[config.mk]
export PLATFORM = sky130hd
export DESIGN_NAME = offhook_dialer_sequencer
export DESIGN_NICKNAME = d
export VERILOG_FILES = /design/src/hdl/ohds_pkg.sv /design/src/hdl/ohds_regs.sv /design/src/hdl/ohds_ctrl.sv /design/src/hdl/ohds_store.sv /design/src/hdl/ohds_outq.sv /design/src/hdl/offhook_dialer_sequencer.sv
export SDC_FILE = /design/constraint.sdc
export NUM_CORES = 1
export LEC_CHECK = 0
export BUFFER_PORTS_ARGS = -buffer_cell sky130_fd_sc_hd__buf_2
export CORE_MARGIN = 1
export CORE_UTILIZATION = 30
export CTS_CLUSTER_SIZE = 25
export DETAILED_ROUTE_END_ITERATION = 7
export SYNTH_ARGS = -nofsm -noshare
export SYNTH_HDL_FRONTEND = slang
export SYNTH_SLANG_ARGS = --single-unit
[constraint.sdc]
create_clock -name clk -period 5.3 [get_ports clk]
set_input_delay 1.06 -clock clk [delete_from_list [all_inputs] [get_ports clk]]
set_output_delay 1.06 -clock clk [all_outputs]
set_load 0.01 [all_outputs]
[src/hdl/ohds_pkg.sv]
// ohds_pkg: shared types and constants for the off-hook dialer sequencer.
// Used by every module in hdl/; depends on nothing.
package ohds_pkg;

  localparam int TICK_W  = 10;  // tick counters and timing registers
  localparam int DIGIT_W = 4;
  localparam int MODE_W  = 2;
  localparam int STORE_SLOTS = 16;  // hard cap on digits held (16 results per poll max)
  localparam int OQ_DEPTH = 4;
  localparam int OQ_LVL_W = 3;      // holds 0..OQ_DEPTH
  localparam int OQ_PTR_W = 2;

  localparam int APB_DW = 32;
  localparam int APB_AW = 3;

  // register indexes (byte address / 4)
  localparam logic REG_OPEN_WINDOW    = 1'b0;
  localparam logic REG_BUFFER_TIMEOUT = 1'b1;

  localparam logic [TICK_W-1:0] TICKS_RESET = 10'd400;

  // mode codes as seen on mode_now
  localparam logic [MODE_W-1:0] CODE_WAITING   = 2'd0;
  localparam logic [MODE_W-1:0] CODE_OPEN      = 2'd1;
  localparam logic [MODE_W-1:0] CODE_BUFFERING = 2'd2;
  localparam logic [MODE_W-1:0] CODE_DIALING   = 2'd3;

  typedef enum logic [3:0] {
    MODE_WAITING   = 4'b0001,
    MODE_OPEN      = 4'b0010,
    MODE_BUFFERING = 4'b0100,
    MODE_DIALING   = 4'b1000
  } mode_t;

  typedef struct packed {
    logic                line_relay;
    logic [MODE_W-1:0]   mode_now;
    logic                dial_valid;
    logic [DIGIT_W-1:0]  dial_digit;
    logic                last;
  } result_t;

  // relay and mode code after the poll, carried on every burst result
  typedef struct packed {
    logic              relay;
    logic [MODE_W-1:0] code;
  } line_state_t;

  function automatic logic [MODE_W-1:0] mode_code(mode_t m);
    logic [MODE_W-1:0] c;
    case (m)
      MODE_WAITING:   c = CODE_WAITING;
      MODE_OPEN:      c = CODE_OPEN;
      MODE_BUFFERING: c = CODE_BUFFERING;
      MODE_DIALING:   c = CODE_DIALING;
      default:        c = CODE_WAITING;
    endcase
    return c;
  endfunction

endpackage

[src/hdl/ohds_regs.sv]
// ohds_regs: APB register file with the open window and buffer timeout.
// Depends on ohds_pkg.
module ohds_regs (
  input  logic                          clk,
  input  logic                          rst,
  input  logic                          psel,
  input  logic                          penable,
  input  logic                          pwrite,
  input  logic [ohds_pkg::APB_AW-1:0]   paddr,
  input  logic [ohds_pkg::APB_DW-1:0]   pwdata,
  output logic [ohds_pkg::APB_DW-1:0]   prdata,
  output logic                          pready,
  output logic [ohds_pkg::TICK_W-1:0]   open_window_ticks,
  output logic [ohds_pkg::TICK_W-1:0]   buffer_timeout_ticks
);

  logic wr_en;
  logic idx;

  assign pready = 1'b1;
  assign idx    = paddr[2];
  assign wr_en  = psel && penable && pwrite;

  always_ff @(posedge clk) begin
    if (rst) begin
      open_window_ticks    <= ohds_pkg::TICKS_RESET;
      buffer_timeout_ticks <= ohds_pkg::TICKS_RESET;
    end else if (wr_en) begin
      if (idx == ohds_pkg::REG_OPEN_WINDOW) begin
        open_window_ticks <= pwdata[ohds_pkg::TICK_W-1:0];
      end else begin
        buffer_timeout_ticks <= pwdata[ohds_pkg::TICK_W-1:0];
      end
    end
  end

  always_comb begin
    if (idx == ohds_pkg::REG_OPEN_WINDOW) begin
      prdata = {{(ohds_pkg::APB_DW-ohds_pkg::TICK_W){1'b0}}, open_window_ticks};
    end else begin
      prdata = {{(ohds_pkg::APB_DW-ohds_pkg::TICK_W){1'b0}}, buffer_timeout_ticks};
    end
  end

endmodule

[src/hdl/ohds_ctrl.sv]
// ohds_ctrl: per-poll mode logic, tick counters and store write requests.
// Depends on ohds_pkg; drives ohds_store and the output queue.
module ohds_ctrl #(
  parameter int MAX_COUNT    = 1000,
  parameter int CAP          = 16,
  parameter int CNT_W        = 5,
  parameter int ADDR_W       = 4
) (
  input  logic                           clk,
  input  logic                           rst,
  input  logic                           poll,
  input  logic                           tick,
  input  logic                           hook_lifted,
  input  logic                           digit_valid,
  input  logic [ohds_pkg::DIGIT_W-1:0]   digit,
  input  logic [ohds_pkg::TICK_W-1:0]    open_window_ticks,
  input  logic [ohds_pkg::TICK_W-1:0]    buffer_timeout_ticks,
  output logic                           wr_en,
  output logic [ADDR_W-1:0]              wr_addr,
  output logic [ohds_pkg::DIGIT_W-1:0]   wr_data,
  output logic                           burst_start,
  output logic [CNT_W-1:0]               burst_len,
  output logic                           push,
  output ohds_pkg::result_t              push_res,
  output ohds_pkg::line_state_t          line_state
);

  localparam logic [ohds_pkg::TICK_W-1:0] CNT_MAX = ohds_pkg::TICK_W'(MAX_COUNT);
  localparam logic [CNT_W-1:0]            CAP_C   = CNT_W'(CAP);

  ohds_pkg::mode_t             mode, mode_next;
  logic [ohds_pkg::TICK_W-1:0] open_counter, open_counter_next;
  logic [ohds_pkg::TICK_W-1:0] idle_counter, idle_counter_next;
  logic [CNT_W-1:0]            digit_count, digit_count_next;
  logic                        relay_on, relay_on_next;
  logic                        echo;
  logic                        store_req;

  function automatic logic [ohds_pkg::TICK_W-1:0] sat_inc(logic [ohds_pkg::TICK_W-1:0] c);
    return (c < CNT_MAX) ? c + 1'b1 : c;
  endfunction

  always_comb begin
    mode_next         = mode;
    open_counter_next = tick ? sat_inc(open_counter) : open_counter;
    idle_counter_next = tick ? sat_inc(idle_counter) : idle_counter;
    digit_count_next  = digit_count;
    relay_on_next     = relay_on;
    echo              = 1'b0;
    store_req         = 1'b0;
    burst_len         = '0;

    case (mode)
      ohds_pkg::MODE_WAITING: begin
        if (hook_lifted) begin
          open_counter_next = '0;
          digit_count_next  = '0;
          mode_next         = ohds_pkg::MODE_OPEN;
          relay_on_next     = 1'b1;
        end
      end
      ohds_pkg::MODE_OPEN: begin
        if (open_counter_next < open_window_ticks) begin
          if (digit_valid) begin
            relay_on_next     = 1'b0;
            store_req         = 1'b1;
            idle_counter_next = '0;
            mode_next         = ohds_pkg::MODE_BUFFERING;
          end
        end else if (digit_valid) begin
          echo = 1'b1;
        end
      end
      ohds_pkg::MODE_BUFFERING: begin
        store_req = digit_valid;
      end
      ohds_pkg::MODE_DIALING: begin
        relay_on_next    = 1'b1;
        burst_len        = digit_count;
        digit_count_next = '0;
        mode_next        = ohds_pkg::MODE_OPEN;
      end
      default: begin
        mode_next = ohds_pkg::MODE_WAITING;
      end
    endcase

    // full store drops the digit and leaves the idle count running
    wr_en = store_req && (digit_count < CAP_C);
    if (wr_en) begin
      digit_count_next  = digit_count + 1'b1;
      idle_counter_next = '0;
    end

    if (mode == ohds_pkg::MODE_BUFFERING && idle_counter_next >= buffer_timeout_ticks) begin
      mode_next = ohds_pkg::MODE_DIALING;
    end

    if (mode != ohds_pkg::MODE_WAITING && !hook_lifted) begin
      relay_on_next = 1'b0;
      mode_next     = ohds_pkg::MODE_WAITING;
    end
  end

  assign wr_addr     = digit_count[ADDR_W-1:0];
  assign wr_data     = digit;
  assign burst_start = poll && (burst_len != '0);
  assign push        = poll && (burst_len == '0);

  always_comb begin
    push_res.line_relay = relay_on_next;
    push_res.mode_now   = ohds_pkg::mode_code(mode_next);
    push_res.dial_valid = echo;
    push_res.dial_digit = echo ? digit : '0;
    push_res.last       = 1'b1;
  end

  // registered state is the state after the last poll
  assign line_state.relay = relay_on;
  assign line_state.code  = ohds_pkg::mode_code(mode);

  always_ff @(posedge clk) begin
    if (rst) begin
      mode         <= ohds_pkg::MODE_WAITING;
      open_counter <= '0;
      idle_counter <= '0;
      digit_count  <= '0;
      relay_on     <= 1'b0;
    end else if (poll) begin
      mode         <= mode_next;
      open_counter <= open_counter_next;
      idle_counter <= idle_counter_next;
      digit_count  <= digit_count_next;
      relay_on     <= relay_on_next;
    end
  end

  assert property (@(posedge clk) disable iff (rst)
    (poll && wr_en) |=> (digit_count != '0 && digit_count <= CAP_C))
    else $error("digit count out of range after store");

endmodule

[src/hdl/ohds_store.sv]
// ohds_store: digit memory (registered read) and the burst reader that plays it out.
// Depends on ohds_pkg; feeds the output queue.
module ohds_store #(
  parameter int CAP    = 16,
  parameter int CNT_W  = 5,
  parameter int ADDR_W = 4
) (
  input  logic                            clk,
  input  logic                            rst,
  input  logic                            wr_en,
  input  logic [ADDR_W-1:0]               wr_addr,
  input  logic [ohds_pkg::DIGIT_W-1:0]    wr_data,
  input  logic                            burst_start,
  input  logic [CNT_W-1:0]                burst_len,
  input  ohds_pkg::line_state_t           line_state,
  input  logic [ohds_pkg::OQ_LVL_W-1:0]   q_level,
  output logic                            busy_any,
  output logic                            push,
  output ohds_pkg::result_t               push_res
);

  logic [ohds_pkg::DIGIT_W-1:0] mem [CAP];
  logic [ohds_pkg::DIGIT_W-1:0] rd_data;

  logic                         busy;
  logic                         pending;
  logic                         pend_last;
  logic [CNT_W-1:0]             rd_idx;
  logic [CNT_W-1:0]             len;
  logic                         issue;
  logic                         issue_last;

  // issue only when the queue can take the read in flight plus this one
  assign issue      = busy && ((q_level + ohds_pkg::OQ_LVL_W'(pending))
                               < ohds_pkg::OQ_LVL_W'(ohds_pkg::OQ_DEPTH));
  assign issue_last = (rd_idx == len - 1'b1);

  // writes only happen on polls, which stall while a burst reads; no overlap
  always_ff @(posedge clk) begin
    if (wr_en) begin
      mem[wr_addr] <= wr_data;
    end
    if (issue) begin
      rd_data <= mem[rd_idx[ADDR_W-1:0]];
    end
  end

  always_ff @(posedge clk) begin
    if (rst) begin
      busy      <= 1'b0;
      pending   <= 1'b0;
      pend_last <= 1'b0;
      rd_idx    <= '0;
      len       <= '0;
    end else begin
      pending <= issue;
      if (burst_start) begin
        busy   <= 1'b1;
        rd_idx <= '0;
        len    <= burst_len;
      end else if (issue) begin
        pend_last <= issue_last;
        rd_idx    <= rd_idx + 1'b1;
        if (issue_last) begin
          busy <= 1'b0;
        end
      end
    end
  end

  assign busy_any = busy || pending;
  assign push     = pending;

  always_comb begin
    push_res.line_relay = line_state.relay;
    push_res.mode_now   = line_state.code;
    push_res.dial_valid = 1'b1;
    push_res.dial_digit = rd_data;
    push_res.last       = pend_last;
  end

  assert property (@(posedge clk) disable iff (rst)
    burst_start |-> !busy_any)
    else $error("burst started while previous burst active");

  assert property (@(posedge clk) disable iff (rst)
    (issue && issue_last) |=> (!busy && pending && pend_last))
    else $error("burst did not close on its final read");

endmodule

[src/hdl/ohds_outq.sv]
// ohds_outq: small result queue between the sequencer and the output channel.
// Depends on ohds_pkg.
module ohds_outq (
  input  logic                            clk,
  input  logic                            rst,
  input  logic                            push,
  input  ohds_pkg::result_t               push_res,
  input  logic                            pop,
  output logic                            not_empty,
  output logic                            full,
  output logic [ohds_pkg::OQ_LVL_W-1:0]   level,
  output ohds_pkg::result_t               head
);

  ohds_pkg::result_t            q [ohds_pkg::OQ_DEPTH];
  logic [ohds_pkg::OQ_PTR_W-1:0] rd_ptr;
  logic [ohds_pkg::OQ_PTR_W-1:0] wr_ptr;

  assign not_empty = (level != '0);
  assign full      = (level == ohds_pkg::OQ_LVL_W'(ohds_pkg::OQ_DEPTH));
  assign head      = q[rd_ptr];

  always_ff @(posedge clk) begin
    if (push) begin
      q[wr_ptr] <= push_res;
    end
  end

  always_ff @(posedge clk) begin
    if (rst) begin
      rd_ptr <= '0;
      wr_ptr <= '0;
      level  <= '0;
    end else begin
      if (push) begin
        wr_ptr <= wr_ptr + 1'b1;
      end
      if (pop) begin
        rd_ptr <= rd_ptr + 1'b1;
      end
      if (push && !pop) begin
        level <= level + 1'b1;
      end else if (pop && !push) begin
        level <= level - 1'b1;
      end
    end
  end

  assert property (@(posedge clk) disable iff (rst)
    !(push && full))
    else $error("result pushed into full queue");

endmodule

[src/hdl/offhook_dialer_sequencer.sv]
// Off-hook dialer sequencer, top level: one poll request per cycle in while not stalled, results out.
// A status or echo result is pushed into the result queue in the cycle its poll is accepted.
// A dialing poll with n > 0 stored digits emits n results, one per cycle while the
// result queue has room, from the digit memory (registered read); polls stall while
// the burst reader reads and pushes, and longer while the output stalls.
// Otherwise one poll per cycle while the 4-entry result queue has room.
// Synchronous reset clears mode, counters and relay; registers return to 400; store unset.
module offhook_dialer_sequencer #(
  parameter int BUFFER_DEPTH = 16,
  parameter int MAX_COUNT    = 1000
) (
  input  logic                            clk,
  input  logic                            rst,
  input  logic                            in_valid,
  output logic                            in_stall,
  input  logic                            tick,
  input  logic                            hook_lifted,
  input  logic                            digit_valid,
  input  logic [ohds_pkg::DIGIT_W-1:0]    digit,
  output logic                            out_valid,
  input  logic                            out_stall,
  output logic                            line_relay,
  output logic [ohds_pkg::MODE_W-1:0]     mode_now,
  output logic                            dial_valid,
  output logic [ohds_pkg::DIGIT_W-1:0]    dial_digit,
  output logic                            last,
  input  logic                            psel,
  input  logic                            penable,
  input  logic                            pwrite,
  input  logic [ohds_pkg::APB_AW-1:0]     paddr,
  input  logic [ohds_pkg::APB_DW-1:0]     pwdata,
  output logic [ohds_pkg::APB_DW-1:0]     prdata,
  output logic                            pready
);

  localparam int CAP    = (BUFFER_DEPTH < ohds_pkg::STORE_SLOTS) ? BUFFER_DEPTH
                                                                 : ohds_pkg::STORE_SLOTS;
  localparam int CNT_W  = $clog2(CAP + 1);
  localparam int ADDR_W = (CAP > 1) ? $clog2(CAP) : 1;

  logic [ohds_pkg::TICK_W-1:0]  open_window_ticks;
  logic [ohds_pkg::TICK_W-1:0]  buffer_timeout_ticks;
  logic                         poll;
  logic                         wr_en;
  logic [ADDR_W-1:0]            wr_addr;
  logic [ohds_pkg::DIGIT_W-1:0] wr_data;
  logic                         burst_start;
  logic [CNT_W-1:0]             burst_len;
  logic                         c_push, s_push, q_push;
  ohds_pkg::result_t            c_res, s_res, q_res, head;
  ohds_pkg::line_state_t        line_state;
  logic                         busy_any;
  logic                         q_full;
  logic [ohds_pkg::OQ_LVL_W-1:0] q_level;
  logic                         pop;

  assign in_stall = busy_any || q_full;
  assign poll     = in_valid && !in_stall;
  assign pop      = out_valid && !out_stall;

  ohds_regs u_regs (
    .clk, .rst, .psel, .penable, .pwrite, .paddr, .pwdata, .prdata, .pready,
    .open_window_ticks, .buffer_timeout_ticks
  );

  ohds_ctrl #(
    .MAX_COUNT(MAX_COUNT),
    .CAP(CAP), .CNT_W(CNT_W), .ADDR_W(ADDR_W)
  ) u_ctrl (
    .clk, .rst, .poll, .tick, .hook_lifted, .digit_valid, .digit,
    .open_window_ticks, .buffer_timeout_ticks,
    .wr_en, .wr_addr, .wr_data, .burst_start, .burst_len,
    .push(c_push), .push_res(c_res), .line_state
  );

  ohds_store #(.CAP(CAP), .CNT_W(CNT_W), .ADDR_W(ADDR_W)) u_store (
    .clk, .rst,
    .wr_en(wr_en && poll), .wr_addr, .wr_data,
    .burst_start, .burst_len, .line_state, .q_level,
    .busy_any, .push(s_push), .push_res(s_res)
  );

  // polls are stalled while the burst reader pushes, so the two never collide
  assign q_push = c_push || s_push;
  assign q_res  = c_push ? c_res : s_res;

  ohds_outq u_outq (
    .clk, .rst, .push(q_push), .push_res(q_res), .pop,
    .not_empty(out_valid), .full(q_full), .level(q_level), .head
  );

  assign line_relay = head.line_relay;
  assign mode_now   = head.mode_now;
  assign dial_valid = head.dial_valid;
  assign dial_digit = head.dial_digit;
  assign last       = head.last;

endmodule

### Word level (Yosys, flattened, before mapping)

Memory sizes are Yosys's and may differ from the RTL's. A register that Yosys moved wholly into a read port is not among the register bits.
Cells that the tools add are included.

* register bits after elaboration: 70
* bits in writable memories: 100
* bits of input ports: 49
* output and inout bits: 44
* memories: 2

Memory list
* u_store.mem: words 16, width 4, rd ports 1, clocked after Yosys merged registers in 1, write ports 1, RTL line ohds_store.sv:22 `logic [ohds_pkg::DIGIT_W-1:0] mem [CAP];`
* u_outq.q: words 4, width 9, rd ports 1, clocked after Yosys merged registers in 1, write ports 1, RTL line ohds_outq.sv:15 `ohds_pkg::result_t q [ohds_pkg::OQ_DEPTH];`

* add/sub/neg operators: 10
* magnitude comparators: 6
* equality and inequality tests: 11
* muxes and demuxes: 46
* bitwise gates (word level): 2
* reductions and logical operators: 34

Operators by type and width (number)
* two-way mux 10 bit: 11
* two-way mux 4 bit: 6
* adder 10 x 1 -> 10 bit (second input constant): 2
* less-than comparator 10 bit (second input constant): 2
* one-hot mux 4 bit (4 select lines): 1
* two-way mux 1 bit: 15
* two-way mux 5 bit: 3
* logical AND 1 bit: 13
* one-hot mux 2 bit (3 select lines): 2
* adder 5 x 1 -> 5 bit (second input constant): 2
* greater-or-equal comparator 10 bit: 1
* less-than comparator 10 bit: 1
* one-hot mux 5 bit (2 select lines): 1
* two-way mux 9 bit: 1
* == test 4 x 2 -> 1 bit (second input constant): 2
* == test 4 x 3 -> 1 bit (second input constant): 2
* == test 4 bit (second input constant): 2
* AND reduction 2 bit: 4
* two-way mux 3 bit: 2
* nonzero test 2 bit: 3
* nonzero test 3 bit: 2
* == test 5 bit: 1
* logical NOT 1 bit: 5
* logical NOT 5 bit: 1
* other kinds (19): 24

### Logic depth before layout (Yosys ltp)

Gate-level depths: netlist of run 1.

* depth after elaboration: 15
* depth in mapped cells: 18
* gate-level depth less buffers: 17

### Modules after synthesis

Synthesis of run 1 repeated with hierarchy kept, for this count alone.

* cell total of the unflattened synthesis: 806
* area total of the unflattened synthesis: 9200.1 um2

Modules (own cells, without submodules)
* ohds_store: times used 1, cells each 208, area each 3362.0 um2, seq. area each 2302.2 um2
* ohds_ctrl: times used 1, cells each 377, area each 2788.9 um2, seq. area each 600.6 um2
* ohds_outq: times used 1, cells each 91, area each 1730.4 um2, seq. area each 1261.2 um2
* ohds_regs: times used 1, cells each 115, area each 1136.1 um2, seq. area each 400.4 um2
* offhook_dialer_sequencer: times used 1, cells each 15, area each 182.7 um2, seq. area each 0.0 um2

### Worst setup path before layout of run 1

Ideal clock, no wire load.

* kind: input-to-reg
* start: input tick
* end: memory u_outq.q[0][6] (netlist name) (data pin)
* setup time: 0.269 ns
* arrival time: 4.714 ns
* data required time: 5.031 ns
* path slack: 0.318 ns
* stages: 18
* buffers on the path: 2
* cells stage by stage: clkbuf_1 > and4_1 > and3_1 > mux2_2 > ha_1 > a211oi_1 > nor2_1 > a2111o_1 > o21ai_1 > buf_4 > a21oi_1 > ha_1 > a211o_1 > a21oi_1 > o21ai_0 > a41oi_1 > nor3_1 > o31a_1

RTL lines
* start, declared: RTL line offhook_dialer_sequencer.sv:16 `input logic tick,`
* end, declared: RTL line ohds_outq.sv:15

==> flow_summary.toml, run 1 <==
[outcome]
status = "finished clean"

[setup_path]
crit_family = "compound AO/OA/AOI/OAI gates"
crit_path_end_kind = "register"
worst-path-buf-inv = 2
cpPeakStageDelay_ps = 480
start_kind = "primary input"
critPathSlowestCell = "a2111o_1"
required_ps = 5460
crit_path_max_fanout = 11
path_cells = "buf_2 -> a21boi_0 -> nand4_1 -> xnor2_1 -> ha_1 -> a21oi_1 -> o21ai_0 -> a2111o_1 -> o21ai_1 -> buf_4 -> nor2_1 -> ha_1 -> a211o_1 -> a21oi_1 -> o21ai_0 -> a41oi_1 -> nor3_1 -> o31a_1"
worstSetupPathType = "in2reg"
cp.arrival_ps = 5070

[sta]
worstMarginPinSlew_ps = 945
setup_ws_ps = 387
hold_violations = 0
finalSetupViolCount = 0
period_needed_ps = 4910
rsz0062_at_grt = "false"
fin_crit_sh_pct = 92.7
max_slew_margin_pct = 36.9
drv_slew = 0
max_freq_ghz = 0.204
finClkSkew_ps = 16.8

[clock_network]
post_cts_buffers = 0
cts-root-buf = "clkbuf_16"
cts_made_buffers = 17
clock-sinks = 176
clk_path_buf_depth = 2
cts_tree = "yes"
clk_latency_ps = 440
post_cts_resized = 0
htreeDepth = 4
clk_pin_slew_ps = 80
cts_hold_buf = 0

[placed_design]
globalplace.congestion = 0.793
hpwl_um = 12300
place_ws_ps = -37.0
place.port_buffers = 45

[floorplan]
coreArea_um2 = 27900
io_pins = 93
fp.dieArea_um2 = 29100
initial_core_util_pct = 30.6
rows = 61
die_x_um = 171
die_height_um = 171

[job]
drv_cap = 0

[yosys]
ys_seq_area_share_pct = 53.5
ys.warnings.count = 0
synth.ff_latch_count = 176
synth_cell_types = 70
synth_cells = 758
synthesis.area_um2 = 8540
async_flop_share_pct = 0
synthTopCellsByArea = "edfxtp_1, dfxtp_1, mux4_2"
synth_edf_count = 104
yosysTopAreaCellShare_pct = 36.6
ys.flop_type = "edfxtp_1"
avgSynthCellArea_um2 = 11.3
yosys.area.top_type = "edfxtp_1"

[cells_and_area]
final_nets = 880
fill_cells = 2766
drive_gt1_share_pct = 16.9
areaGrowthSynthToFinish_pct = 13.7
antenna_cells = 0

[route]
antenna_left = 0
dr.pass1.iters = 4
totalWireLength_um = 17700
wl_per_cell_um = 14.9
viasPerCell = 4.76
drc = 0
drt_iter0_markers = 350
vias = 5656

[power_and_ir_drop]
p_leak_nw = 3.43
total_power_mw = 3.40
p_per_area_nw_per_um2 = 350
max-vdd-ir-drop_v = 0.000238

[global_routing]
grt_overflow_total = 0
grt_util_all_layers_pct = 12.8
grt_pass1_wl_um = 28400
grt_antenna_before_repair = 0
grt_max_degree = 46
grt_pass1_vias = 5447

[hold_path]
hp-class = "reg2reg"
worst paths after layout:
check                              startpoint                          end  slack [ps]  cells past startpoint
hold / removal    u_regs.open_window_ticks[9]  u_regs.open_window_ticks[9]         460                      2
hold reg to reg   u_regs.open_window_ticks[9]  u_regs.open_window_ticks[9]         460                      2
setup reg to reg       u_ctrl.open_counter[3]               u_outq.q[1][6]         490                     18
setup / recovery                         tick               u_outq.q[1][6]         390                     18
worst reg2reg max path, delay by kind of cell, from the launching register on:
kind,cells,cell delay [ps]
AO/OA/AOI/OAI,11,2830
adder cells (fa/ha/maj),2,460
AND/OR/NAND/NOR,3,380
flip-flops,1,370
XOR/XNOR,1,260
buffers and inverters,1,220
area by class of cell:
cell class | count | area [um^2] | share of cell area [%]
Sequential cell | 176 | 4560 | 47.0
Multi-Input combinational cell | 512 | 3600 | 37.1
Tap cell | 378 | 473 | 4.87
Clock buffer | 18 | 439 | 4.52
Timing Repair Buffer | 58 | 323 | 3.32
Clock inverter | 14 | 189 | 1.95
Inverter | 33 | 124 | 1.28
power by group:
part	internal [mW]	switching (mW)	leakage, nW	total, mW
clock network	0.734	0.592	0.305	1.33
registers	1.54	0.0677	1.53	1.60
logic	0.196	0.276	1.60	0.472
synth_stat cells (4+ instances only):
library cell  count
mux2i_1           7
buf_4            25
and3_1            4
nor2b_1           7
xnor2_1          16
buf_1             6
or3_1             6
o211ai_1         12
nand3_1          17
nor2_1           65
a21oi_1          49
o21ai_0          30
mux4_2           29
nand2_1          93
ha_1             32
a211oi_1          6
xor2_1            8
nor3_1           10
nand2b_1          8
clkbuf_1         21
mux2_2            4
dfxtp_1          72
a22oi_1          10
edfxtp_1        104
nand4_1           6
inv_1            32
a31oi_1           6
layer usage:
metal	global-route usage [%]	vias to the layer above	part of all wire [%]
met5	0	-	0
met2	21.2	81	49
met4	4.15	0	1.2
met3	2.91	18	3.3
met1	16.4	2743	47
li1	-	2814	-
through the flow:
stage / instances / area [um^2] / TNS [ps] / utilization (%) / hold WS [ps]
final: 1189 / 9710 / 0 / 34.9 / 456
after global routing: 1189 / 9710 / 0 / 34.9 / 477
after CTS: 1189 / 9710 / 0 / 34.9 / 457
after detailed placement: 1157 / 9080 / -148 / 32.6 / 446
after global placement: 1157 / 9080 / -16.3 / 32.6 / 442
after floorplan: 779 / 8620 / 0 / - / 436
registers in the layout, indices dropped and copies added (netlist names), named ones only:
register	count
u_store.rd_idx	5
u_store.len	5
u_outq.wr_ptr	2
u_outq.q	36
u_ctrl.open_counter	10
u_ctrl.relay_on	1
u_outq.level	3
u_regs.buffer_timeout_ticks	10
u_regs.open_window_ticks	10
u_store.busy	1
u_store.push	1
u_ctrl.digit_count	5
u_outq.rd_ptr	2
u_store.pend_last	1
u_ctrl.idle_counter	10
u_ctrl.mode	4
u_store.mem	64
u_store.rd_data	4
layout by cell type (no fill, tap or decap), drive strengths merged, types with 4 or more instances in the layout:
| cell type | netlist | final |
|---|---|---|
| conb | 2 | 23 |
| nor2b | 7 | 7 |
| a21oi | 49 | 49 |
| o211ai | 12 | 12 |
| nor2 | 66 | 66 |
| or3 | 6 | 6 |
| and3 | 4 | 4 |
| clkinv | 1 | 5 |
| a22oi | 10 | 10 |
| xor2 | 8 | 8 |
| xnor2 | 16 | 16 |
| mux2i | 7 | 7 |
| a211oi | 6 | 6 |
| nand3 | 17 | 17 |
| nand2 | 94 | 94 |
| nand2b | 8 | 8 |
| o21ai | 32 | 32 |
| edfxtp | 104 | 104 |
| ha | 32 | 32 |
| a31oi | 6 | 6 |
| dfxtp | 72 | 72 |
| or2 | 4 | 4 |
| mux4 | 29 | 29 |
| a31o | 4 | 4 |
| nand4 | 6 | 6 |
| inv | 32 | 39 |
| nor3 | 10 | 10 |
| clkbuf | 21 | 18 |
| mux2 | 4 | 4 |
| buf | 37 | 58 |
kinds of logic after synthesis:
logic type               Yosys count  share of synthesized area (%)
AND/OR/NAND/NOR                  243                           13.3
flip-flops                       176                           53.5
AO/OA/AOI/OAI                    149                           11.4
buffers and inverters             91                           5.41
multiplexers                      40                           9.00
adder cells (fa/ha/maj)           33                           4.92
XOR/XNOR                          24                           2.46
other                              2                         0.0880
No activity file was read; power rests on OpenSTA's default activity.
==> run 2, diff against run 1 <==
- CORE_MARGIN: 1 -> 3
==> flow_summary.toml, run 2 (synthesis gave the netlist of run 1 again) <==
[outcome]
status = "finished clean"

[route]
drt_iter0_markers = 417
wl_per_cell_um = 15.0
drc = 0
totalWireLength_um = 17800
antenna_left = 0
dr.pass1.iters = 5
viasPerCell = 4.79
vias = 5702

[power_and_ir_drop]
p_leak_nw = 3.42
max-vdd-ir-drop_v = 0.000216
p_per_area_nw_per_um2 = 346

[sta]
max_slew_margin_pct = 30.7
setup_ws_ps = 326
hold_violations = 0
max_freq_ghz = 0.201
finClkSkew_ps = 12.8
drv_slew = 0
worstMarginPinSlew_ps = 1040
finalSetupViolCount = 0
rsz0062_at_grt = "false"
period_needed_ps = 4970
fin_crit_sh_pct = 93.9

[setup_path]
worstSetupPathType = "in2reg"
crit_path_end_kind = "register"
ff2ff_path_depth = 17
start_kind = "primary input"
worst-path-buf-inv = 1
reg2reg_to = "u_outq.q[2][6]"
crit_family = "compound AO/OA/AOI/OAI gates"
reg2reg_from = "u_ctrl.open_counter[3]"
rrSetupSlack_ps = 410
cp.arrival_ps = 5130
path_cells = "buf_2 -> and4_1 -> and3_1 -> mux2_2 -> ha_1 -> and4_1 -> o211ai_1 -> a211o_1 -> a21boi_0 -> nand2_1 -> ha_1 -> nand2b_1 -> a21oi_1 -> o21ai_0 -> a41oi_1 -> nor3_1 -> o31a_1"
crit_path_start = "tick"
required_ps = 5450
cpPeakStageDelay_ps = 410
critPathSlowestCell = "a21boi_0"
crit_path_max_fanout = 6

[floorplan]
die_x_um = 175
coreArea_um2 = 27900
die_height_um = 175
rows = 61
fp.dieArea_um2 = 30500
initial_core_util_pct = 30.6
io_pins = 93

[cells_and_area]
fill_cells = 2797
final_cells = 1190
areaGrowthSynthToFinish_pct = 13.5
drive_gt1_share_pct = 16.7
reg_top3 = "u_store.mem (64), u_outq.q (36)"
largest_reg_flops = 64
regMostFlops = "u_store.mem"
final_cell_mix = "edfxtp_1, nand2_1, dfxtp_1"
final_common_cell = "edfxtp_1"
utilization_pct = 34.7
antenna_cells = 0
final_nets = 881
final_cell_area_um2 = 9690

[clock_network]
cts-root-buf = "clkbuf_16"
cts_hold_buf = 0
clock-sinks = 176
clk_latency_ps = 430
htreeDepth = 4
cts_made_buffers = 17
cts_tree = "yes"
clk_pin_slew_ps = 70
post_cts_buffers = 0
clk_path_buf_depth = 2

[hold_path]
min-delay-start = "u_regs.open_window_ticks[2]"
hp-class = "reg2reg"
holdPathStages = 2
min_to = "u_regs.open_window_ticks[2]"

[global_routing]
grt_pass1_wl_um = 29000
grt_overflow_total = 0
grt_pass1_vias = 5554
grt_util_all_layers_pct = 11.9
grt_max_degree = 38
grt_antenna_before_repair = 0

[placed_design]
place_ws_ps = -68.6
placed_area_um2 = 9090
hpwl_um = 12500
place.port_buffers = 45
dp.cells = 1158
globalplace.congestion = 0.793

[job]
drv_cap = 0
-- run 2: cell count changes in the layout (fill, tap and decap cells not counted) --
cell      before  now
clkbuf_8       1    0
clkinv_4       2    3
a21boi_1       0    1
inv_8          4    3
buf_4         13   14
clkbuf_1       0    2
a21boi_0       3    2
clkinv_8       2    1
-- run 2: power breakdown --
group          internal [mW]  switching [mW]  total [mW]
registers               1.54          0.0682        1.60
clock network          0.715           0.569        1.28
logic                  0.196           0.273       0.469
-- run 2: through the flow --
step	hold slack, ps	setup TNS (ps)	total power [mW]
floorplan	436	0	1.96
global placement	442	-21.6	2.10
detailed placement	447	-274	2.11
CTS	457	0	3.40
global route	470	0	3.51
finish	458	0	3.36
-- run 2: final cells by class --
| cell class | instances | area (um^2) | area share [%] |
|---|---|---|---|
| Sequential cell | 176 | 4560 | 47.1 |
| Multi-Input combinational cell | 512 | 3600 | 37.1 |
| Tap cell | 378 | 473 | 4.88 |
| Clock buffer | 19 | 433 | 4.47 |
| Timing Repair Buffer | 59 | 330 | 3.41 |
| Clock inverter | 13 | 170 | 1.76 |
| Inverter | 33 | 124 | 1.28 |
-- run 2: repair_timing --
item / in CTS / in global routing
endpoints found under the setup margin: 0 / 4
gates resized for setup: 0 / 1
hold endpoints to repair: 0 / 0
-- run 2: worst reg2reg max path, cell delays in order, from the launching register on --
cell and delay [ps]:
dfxtp_1 450, and3_1 230, and4_1 270, and3_1 180, mux2_2 360, ha_1 300, and4_1 280, o211ai_1 140
a211o_1 270, a21boi_0 410, nand2_1 180, ha_1 300, nand2b_1 140, a21oi_1 140, o21ai_0 110, a41oi_1 390
nor3_1 130, o31a_1 340
-- run 2: worst max path at each step --
stage                     end  slack [ps]  depth (start not counted)
5_1_grt        u_outq.q[3][6]          90                         18
4_1_cts        u_outq.q[3][6]         380                         17
3_3_place_gp   u_outq.q[0][6]          -5                         17
2_1_floorplan  u_outq.q[0][6]         320                         18
6_report       u_outq.q[2][6]         330                         17
3_5_place_dp   u_outq.q[0][6]         -70                         17
-- run 2: metal layers --
layer	global-route usage, %	vias to the layer above	part of all wire (%)	routed length (um)
li1	-	2811	-	-
met1	15.6	2761	46	8220
met2	19.7	115	48	8570
met3	2.43	15	4.3	764
met4	3.92	0	1.3	235
met5	0	-	0	0
